**config.mk**
```make
export PLATFORM = sky130hd
export DESIGN_NAME = cmmr_divider
export DESIGN_NICKNAME = d
export VERILOG_FILES = /design/src/sv/cmmr_pkg.sv /design/src/sv/cmmr_divider.sv
export SDC_FILE = /design/constraint.sdc
export NUM_CORES = 1
export LEC_CHECK = 0
export ABC_AREA = 1
export BUFFER_PORTS_ARGS = -buffer_cell sky130_fd_sc_hd__buf_4
export CAP_MARGIN = 20
export CORE_MARGIN = 2
export CORE_UTILIZATION = 30
export CTS_BUF_LIST = sky130_fd_sc_hd__clkbuf_4
export CTS_CLUSTER_SIZE = 20
export DETAILED_ROUTE_END_ITERATION = 8
export MAX_ROUTING_LAYER = met4
export PLACE_DENSITY = 0.48
export SYNTH_ARGS = -nofsm -noshare
export SYNTH_HDL_FRONTEND = slang
export SYNTH_SLANG_ARGS = --single-unit
export TNS_END_PERCENT = 30
```
**constraint.sdc**
```tcl
create_clock -name clock -period 18.29 [get_ports clock]
set_input_delay 3.658 -clock clock [delete_from_list [all_inputs] [get_ports clock]]
set_output_delay 3.658 -clock clock [all_outputs]
set_load 0.01 [all_outputs]
```
**src/sv/cmmr_pkg.sv**
```systemverilog
// Shared types and constants of the conditional min-max rescaler.
// Used by cmmr_divider and conditional_min_max_rescaler; depends on nothing.
`default_nettype none

package cmmr_pkg;

   localparam int DefaultBatchDepth = 64;

   localparam int DATA_W = 32;
   localparam int MAG_W  = DATA_W + 1;
   localparam int PROD_W = 2 * DATA_W;

   // The quotient never exceeds the range magnitude (33 bits); round up to a
   // whole number of divider steps.
   localparam int QUOT_W     = 36;
   localparam int DIV_STEPS  = 4;
   localparam int DIV_CYCLES = QUOT_W / DIV_STEPS;
   localparam int DIV_CNT_W  = $clog2(DIV_CYCLES);

   localparam logic signed [DATA_W-1:0] RANGE_LOWER_RESET = -32'sd65536;
   localparam logic signed [DATA_W-1:0] RANGE_UPPER_RESET = 32'sd65536;
   localparam logic signed [DATA_W-1:0] SAMPLE_MAX = 32'sh7FFF_FFFF;
   localparam logic signed [DATA_W-1:0] SAMPLE_MIN = 32'sh8000_0000;

   localparam int CSR_INDEX_W = 1;
   localparam logic [CSR_INDEX_W-1:0] CSR_RANGE_LOWER = 1'b0;
   localparam logic [CSR_INDEX_W-1:0] CSR_RANGE_UPPER = 1'b1;

   typedef enum logic [2:0] {
      ST_LOAD,
      ST_READ,
      ST_MUL,
      ST_DIV,
      ST_OUT
   } state_type;

   typedef struct packed {
      logic              start;
      logic [PROD_W-1:0] dividend;
      logic [DATA_W-1:0] divisor;
   } div_req_type;

   typedef struct packed {
      logic             done;
      logic [MAG_W-1:0] quotient;
   } div_rsp_type;

endpackage

`default_nettype wire

```
**src/sv/cmmr_divider.sv**
```systemverilog
// Iterative unsigned divider: 64-bit dividend by 32-bit divisor, 4 quotient
// bits per cycle. Depends on cmmr_pkg.
`default_nettype none

module cmmr_divider (
   input  wire logic                  clock,
   input  wire logic                  reset,
   input  wire cmmr_pkg::div_req_type div_req,
   output cmmr_pkg::div_rsp_type      div_rsp
);

   logic                               busy_ff, busy_in;
   logic                               done_ff, done_in;
   logic [cmmr_pkg::DIV_CNT_W-1:0]     cnt_ff, cnt_in;
   logic [cmmr_pkg::DATA_W-1:0]        rem_ff, rem_in;
   logic [cmmr_pkg::DATA_W-1:0]        div_ff, div_in;
   logic [cmmr_pkg::QUOT_W-1:0]        shift_ff, shift_in;

   always_comb begin
      logic [cmmr_pkg::DATA_W:0]   trial;
      logic                        ge;
      logic [cmmr_pkg::DATA_W-1:0] rem_v;
      logic [cmmr_pkg::QUOT_W-1:0] shift_v;

      busy_in = busy_ff;
      done_in = 1'b0;
      cnt_in  = cnt_ff;
      div_in  = div_ff;
      rem_v   = rem_ff;
      shift_v = shift_ff;
      trial   = '0;
      ge      = 1'b0;

      if (div_req.start) begin
         busy_in = 1'b1;
         cnt_in  = '0;
         div_in  = div_req.divisor;
         rem_v   = cmmr_pkg::DATA_W'(
                      div_req.dividend[cmmr_pkg::PROD_W-1:cmmr_pkg::QUOT_W]);
         shift_v = div_req.dividend[cmmr_pkg::QUOT_W-1:0];
      end else if (busy_ff) begin
         // restoring steps; quotient bits shift in from the bottom
         for (int s = 0; s < cmmr_pkg::DIV_STEPS; s++) begin
            trial   = {rem_v, shift_v[cmmr_pkg::QUOT_W-1]};
            ge      = trial >= {1'b0, div_ff};
            rem_v   = ge ? cmmr_pkg::DATA_W'(trial - {1'b0, div_ff})
                         : trial[cmmr_pkg::DATA_W-1:0];
            shift_v = {shift_v[cmmr_pkg::QUOT_W-2:0], ge};
         end
         if (cnt_ff == cmmr_pkg::DIV_CNT_W'(cmmr_pkg::DIV_CYCLES - 1)) begin
            busy_in = 1'b0;
            done_in = 1'b1;
         end else begin
            cnt_in = cnt_ff + 1'b1;
         end
      end

      rem_in   = rem_v;
      shift_in = shift_v;
   end

   always_ff @(posedge clock) begin
      if (reset) begin
         busy_ff <= 1'b0;
         done_ff <= 1'b0;
         cnt_ff  <= '0;
      end else begin
         busy_ff <= busy_in;
         done_ff <= done_in;
         cnt_ff  <= cnt_in;
      end
      rem_ff   <= rem_in;
      div_ff   <= div_in;
      shift_ff <= shift_in;
   end

   assign div_rsp = {done_ff, shift_ff[cmmr_pkg::MAG_W-1:0]};

endmodule

`default_nettype wire

```
Yosys cells after proc, flatten, opt, wreduce, memory -nomap -nowiden
Index checks and enable logic that the tools add are counted.
{"block": "word_totals", "input_bits": 99, "wordCells": 35, "register_bits": 106}
{"block": "classes", "add_sub_neg": 5, "muxes": 12, "bitwise": 2, "order_cmp": 4, "eq_ne": 1, "reduce_logical": 4}
{"op": ">= comparator 33 x 32 -> 1 bit", "n": 4}
{"op": "2-to-1 mux 32 bit", "n": 4}
{"op": "subtractor 32 bit", "n": 4}
{"op": "2-to-1 mux 36 bit", "n": 2}
{"op": "2-to-1 mux 28 bit", "n": 2}
{"op": "adder 4 x 1 -> 4 bit (second input constant)", "n": 1}
{"op": "== test 4 bit (second input constant)", "n": 1}
{"op": "2-to-1 mux 1 bit", "n": 4}
{"op": "OR reduction 3 bit", "n": 1}
{"op": "NOT 1 bit", "n": 2}
{"op": "AND reduction 2 bit", "n": 1}
{"op": "nonzero test 2 bit", "n": 1}
{"op": "OR reduction 2 bit", "n": 1}

Longest topological paths before layout
{"block": "logic_depth", "ltp_word": 10, "depth_mapped": 67, "mapped_depth_nobuf": 63}

Least setup slack after synthesis
Ideal clock, no wire load.
{"block": "synth_timing", "path_type": "register to register", "from": "register div_ff[1] (netlist name)", "to": "register rem_ff[25] (netlist name) (data pin)", "arrival_ns": 7.608, "stages_incl_launch_ff": 54, "slack_ns": 10.428, "setup_ns": 0.254, "path_cell_list": "edfxtp_1 -> inv_1 -> ha_1 -> nand2_1 -> nor3_1 -> nand4_1 -> nand2_1 -> nor2_1 -> clkbuf_1 -> nand3_1 -> nand2_1 -> inv_1 -> ha_1 -> a21oi_1 -> nand2_1 -> nand3_1 -> nand2_1 -> nand2_1 -> (+18 left out) -> clkbuf_1 -> nand3_1 -> nand2_1 -> inv_1 -> ha_1 -> nand2_1 -> nand2_1 -> a31oi_1 -> o21ai_0 -> nand2_1 -> nand2_1 -> a21oi_1 -> o21ai_0 -> a31oi_1 -> xor2_1 -> nand2_1 -> nand3_1 -> nand2_1"}
{"block": "synth_via", "elab_chain_len": 10, "word_cells_on_any_way": 14, "classes_between": "add/sub: 4; order compare: 4; mux: 6"}
{"element": "start, declared", "line": "cmmr_divider.sv:16", "source": "logic [cmmr_pkg::DATA_W-1:0] div_ff, div_in;"}
{"element": "start signal, assigned", "line": "cmmr_divider.sv:73", "source": "div_ff <= div_in;"}
{"element": "subtractor 32 bit / >= comparator 33 x 32 -> 1 bit (equally long branches)", "line": "cmmr_divider.sv:46, cmmr_divider.sv:45"}
{"element": "2-to-1 mux 32 bit", "line": "cmmr_divider.sv:46", "source": "rem_v = ge ? cmmr_pkg::DATA_W'(trial - {1'b0, div_ff})"}
{"element": "subtractor 32 bit / >= comparator 33 x 32 -> 1 bit (equally long branches)", "line": "cmmr_divider.sv:46, cmmr_divider.sv:45"}
{"element": "2-to-1 mux 32 bit", "line": "cmmr_divider.sv:46"}
{"element": "subtractor 32 bit / >= comparator 33 x 32 -> 1 bit (equally long branches)", "line": "cmmr_divider.sv:46, cmmr_divider.sv:45"}
{"element": "2-to-1 mux 32 bit", "line": "cmmr_divider.sv:46"}
{"element": "subtractor 32 bit / >= comparator 33 x 32 -> 1 bit (equally long branches)", "line": "cmmr_divider.sv:46, cmmr_divider.sv:45"}
{"element": "2-to-1 mux 32 bit *", "line": "cmmr_divider.sv:46"}
{"element": "2-to-1 mux 28 bit *", "line": "cmmr_divider.sv:41", "source": "end else if (busy_ff) begin"}
{"element": "2-to-1 mux 28 bit *", "line": "cmmr_divider.sv:34", "source": "if (div_req.start) begin"}
{"element": "named net rem_in, one bit", "line": "cmmr_divider.sv:15", "source": "logic [cmmr_pkg::DATA_W-1:0] rem_ff, rem_in;"}
{"element": "end signal, assigned", "line": "cmmr_divider.sv:72", "source": "rem_ff <= rem_in;"}
{"element": "end, declared", "line": "cmmr_divider.sv:15"}
Mark *: on every way through the listed nets, which the timed path passes. The rest lies on a longest branch. The select of a mux whose other input is x is not followed.
A chain may end at the register's enable or synchronous reset.

Final worst setup path
{"block": "layout_timing", "from": "register div_ff[23] (netlist name)", "to": "register rem_ff[14] (netlist name) (data pin)"}
{"block": "layout_via", "elab_chain_len": 10, "word_cells_on_any_way": 14, "classes_between": "add/sub: 4; order compare: 4; mux: 6"}
{"element": "subtractor 32 bit / >= comparator 33 x 32 -> 1 bit (equally long branches)", "line": "cmmr_divider.sv:46, cmmr_divider.sv:45"}
{"element": "2-to-1 mux 32 bit", "line": "cmmr_divider.sv:46"}
{"element": "subtractor 32 bit / >= comparator 33 x 32 -> 1 bit (equally long branches)", "line": "cmmr_divider.sv:46, cmmr_divider.sv:45"}
{"element": "2-to-1 mux 32 bit", "line": "cmmr_divider.sv:46"}
{"element": ">= comparator 33 x 32 -> 1 bit / subtractor 32 bit (equally long branches)", "line": "cmmr_divider.sv:45, cmmr_divider.sv:46"}
{"element": "2-to-1 mux 32 bit", "line": "cmmr_divider.sv:46"}
{"element": "subtractor 32 bit / >= comparator 33 x 32 -> 1 bit (equally long branches)", "line": "cmmr_divider.sv:46, cmmr_divider.sv:45"}
{"element": "2-to-1 mux 32 bit *", "line": "cmmr_divider.sv:46"}
{"element": "2-to-1 mux 28 bit *", "line": "cmmr_divider.sv:41"}
{"element": "2-to-1 mux 28 bit *", "line": "cmmr_divider.sv:34"}
{"element": "named net rem_in, one bit", "line": "cmmr_divider.sv:15"}
Marks and branches as above.

==> impl_table.tex <==
\begin{tabular}{lr}
\hline
Metric & Value \\
\hline
\multicolumn{2}{l}{\textbf{Status}} \\
Outcome & finished, final reports clean \\
\multicolumn{2}{l}{\textbf{Die}} \\
Height of the chip & 222 um \\
Die area & 49,400 sq um \\
Chip Width & 222 um \\
Effective utilization at floorplan & 0.302 \\
Floorplan Core Area & 47,300 sq um \\
Top-level I/O count & 133 \\
Standard-cell rows & 80 \\
\multicolumn{2}{l}{\textbf{STA}} \\
Count of pins over their slew limit & 0 \\
Total Negative Setup Slacks & 0 ns \\
Transition at the pin with the smallest max-transition slack & 1.05 ns \\
Unrepaired setup endpoints after global routing & no \\
Number of setup violations in the final report & 0 \\
Worst slew margin & 0.297 \\
Worst clock skew & 0.0163 ns \\
Hold Fails Final Rpt & 0 \\
Maximum clock frequency & 83.7 MHz \\
Tcrit/Tclk final & 0.653 \\
Final critical path time including I/O delays and setup & 11.95 ns \\
Minimum hold slack & 0.479 ns \\
\multicolumn{2}{l}{\textbf{Placed design}} \\
Area after detailed placement & 15,600 sq um \\
Placed wire-length estimate after detailed placement & 51.7 mm \\
Port-buffer cells & 132 \\
Number of cells in the design after placement & 3,005 \\
GPL Wtd Cong & 1.02 \\
\multicolumn{2}{l}{\textbf{Global route}} \\
Pin count of the biggest net entering global routing & 72 \\
Residual overflow from global routing & 0 \\
GRT Total Usage & 0.258 \\
Vias in the first global route & 14.9k \\
First-pass GRT wire length & 92.6 mm \\
Initial antenna violation count & 3 \\
\multicolumn{2}{l}{\textbf{Drt}} \\
Remaining antenna violation count after routing & 0 \\
Drt initial violations & 1,480 \\
Wire length reported by the detailed router & 62.8 mm \\
Post-detailed-route wirelength per cell & 20.8 um \\
Average via count per standard cell & 5.16 \\
DRC violations left & 0 \\
Vias after detailed routing & 15.6k \\
First-pass iteration count of the detailed router & 5 \\
\multicolumn{2}{l}{\textbf{Layout}} \\
\# fillers & 5,338 \\
Most frequent cells in the layout & sky130\_fd\_sc\_hd\_\_nand2\_1 (841), sky130\_fd\_sc\_hd\_\_inv\_1 (367), sky130\_fd\_sc\_hd\_\_nand3\_1 (176) \\
Fraction of final layout cells with drive strength greater than 1 & 0.0757 \\
Leading cell type in the layout, fill and taps excluded & sky130\_fd\_sc\_hd\_\_nand2\_1 \\
Nets@finish & 2,634 \\
Area growth, synth to finish & 10.4\% \\
Layout Cells excl Fill & 3,024 \\
Total non-filler cell area in the finished layout & 15,800 sq um \\
\multicolumn{2}{l}{\textbf{Yosys}} \\
Net count after synthesis & 2,563 \\
Netlist Area Pre-Place & 14,300 sq um \\
Count of state elements after synthesis & 106 \\
Seq/Total Area, Yosys & 0.216 \\
Top cell type's share of synthesized area & 0.221 \\
Post-Syn Instances & 2,330 \\
Number of warning messages in the yosys log & 0 \\
Per-instance average area after synthesis & 6.14 sq um \\
Library cell with the largest summed area after synthesis & sky130\_fd\_sc\_hd\_\_nand2\_1 \\
Area contributors post-synth & sky130\_fd\_sc\_hd\_\_nand2\_1 (22\%), sky130\_fd\_sc\_hd\_\_edfxtp\_1 (20\%), sky130\_fd\_sc\_hd\_\_ha\_1 (11\%) \\
Unique cell type count in the Yosys netlist & 46 \\
\multicolumn{2}{l}{\textbf{Min path}} \\
Class of the tightest hold or removal check & register to register \\
\multicolumn{2}{l}{\textbf{CTS}} \\
Number of levels in the clock H-tree & 3 \\
Clk\_lat worst skew & 0.56 ns \\
Maximum clock insertion buffer count & 2 \\
Clock tree from TritonCTS & yes \\
TritonCTS Sinks & 106 \\
Hold Buf Count CTS & 0 \\
CTS root buf & sky130\_fd\_sc\_hd\_\_clkbuf\_4 \\
Clock-pin slew of the registers on the worst-case setup and hold paths & 0.18 ns \\
\# resized after CTS & 0 \\
Cts bufs inserted & 9 \\
Number of buffers added for setup after CTS & 0 \\
\multicolumn{2}{l}{\textbf{Worst setup path}} \\
Delay contributed by the slowest stage of the critical path & 0.64 ns \\
Type of element capturing the critical path & register \\
Start-to-end type of the worst setup path & register to register \\
Setup slack, reg-to-reg & 6.34 ns \\
Worst-path cell with the longest stage delay & sky130\_fd\_sc\_hd\_\_nand3\_2 \\
Data arrival time at the worst-slack endpoint & 12.28 ns \\
Critical path startpoint category & register \\
Library cell appearing most often on the critical path & sky130\_fd\_sc\_hd\_\_nand2\_1 \\
Highest fanout seen on the critical path & 37 \\
Worst path required time & 18.62 ns \\
\multicolumn{2}{l}{\textbf{Flow run}} \\
Max-cap viol count & 0 \\
\hline
\end{tabular}
==> path summary, 6_finish.rpt <==
path / start / to / depth (start not counted)
max: div_ff[23] / rem_ff[14] / 58
min: rem_ff[31] / rem_ff[31] / 2
max reg2reg: div_ff[23] / rem_ff[14] / 58
min reg2reg: rem_ff[31] / rem_ff[31] / 2
==> per-stage QoR <==
step / utilization / setup WS [ns]
global placement: 0.331 / 6.66
finish: 0.333 / 6.34
global route: 0.333 / 5.53
floorplan: - / 10.43
CTS: 0.333 / 6.61
detailed placement: 0.331 / 6.64
==> sequential cells by signal (all words and copies together), names as in the netlist <==
name,cells
done_ff,1
busy_ff,1
shift_ff,36
div_ff,32
cnt_ff,4
rem_ff,32
==> kinds of logic after synthesis <==
logic type | synth area share
AOI/OAI and AO/OA | 0.0975
xor gates and xnor gates | 0.0588
adders and majority gates | 0.119
buffers and inverters | 0.133
DFF | 0.216
and+or+nand+nor | 0.376
==> critical path, delay by kind of cell (launching register included) <==
family                     cells  cell delay (ns)
AOI/OAI and AO/OA              7             1.62
buffers and inverters         11             2.06
DFF                            1             0.40
adders and majority gates      4             1.38
and+or+nand+nor               36             6.12
==> layout make-up <==
class	count	area, sq um	area share
Multi-Input combinational cell	1766	9320	0.590
Sequential cell	106	3080	0.195
Inverter	375	1410	0.0892
Timing Repair Buffer	143	1070	0.0680
Tap cell	615	769	0.0487
Clock buffer	9	67.6	0.00428
Clock inverter	6	61.3	0.00388
Antenna cell	4	10.0	0.000634
==> cell usage after synthesis, drive strengths merged <==
library cell / number
o21ai: 64
nor2: 163
a211oi: 5
o211ai: 3
and3: 4
fa: 4
nand3b: 10
xor2: 39
nor4: 9
inv: 374
edfxtp: 96
a21boi: 4
buf: 61
clkinv: 1
o2111ai: 1
nor3: 19
a21o: 14
nand3: 179
a41o: 1
dfxtp: 10
o21a: 2
clkbuf: 22
o21bai: 13
nand4: 53
or2: 2
nand2: 844
a31oi: 13
and2: 4
o31ai: 1
a221oi: 2
o221a: 1
ha: 130
xnor2: 57
a21oi: 125
==> routing by layer <==
layer,GRT usage,up-vias,wire [um]
met3,0.0315,88,3730
met1,0.328,7368,27600
met5,-,-,0
li1,-,7585,-
met2,0.426,564,29600
met4,0.0813,0,1850
Power is not shown: default switching activity piles up to over one toggle a cycle in this logic, so the estimate is an artifact.
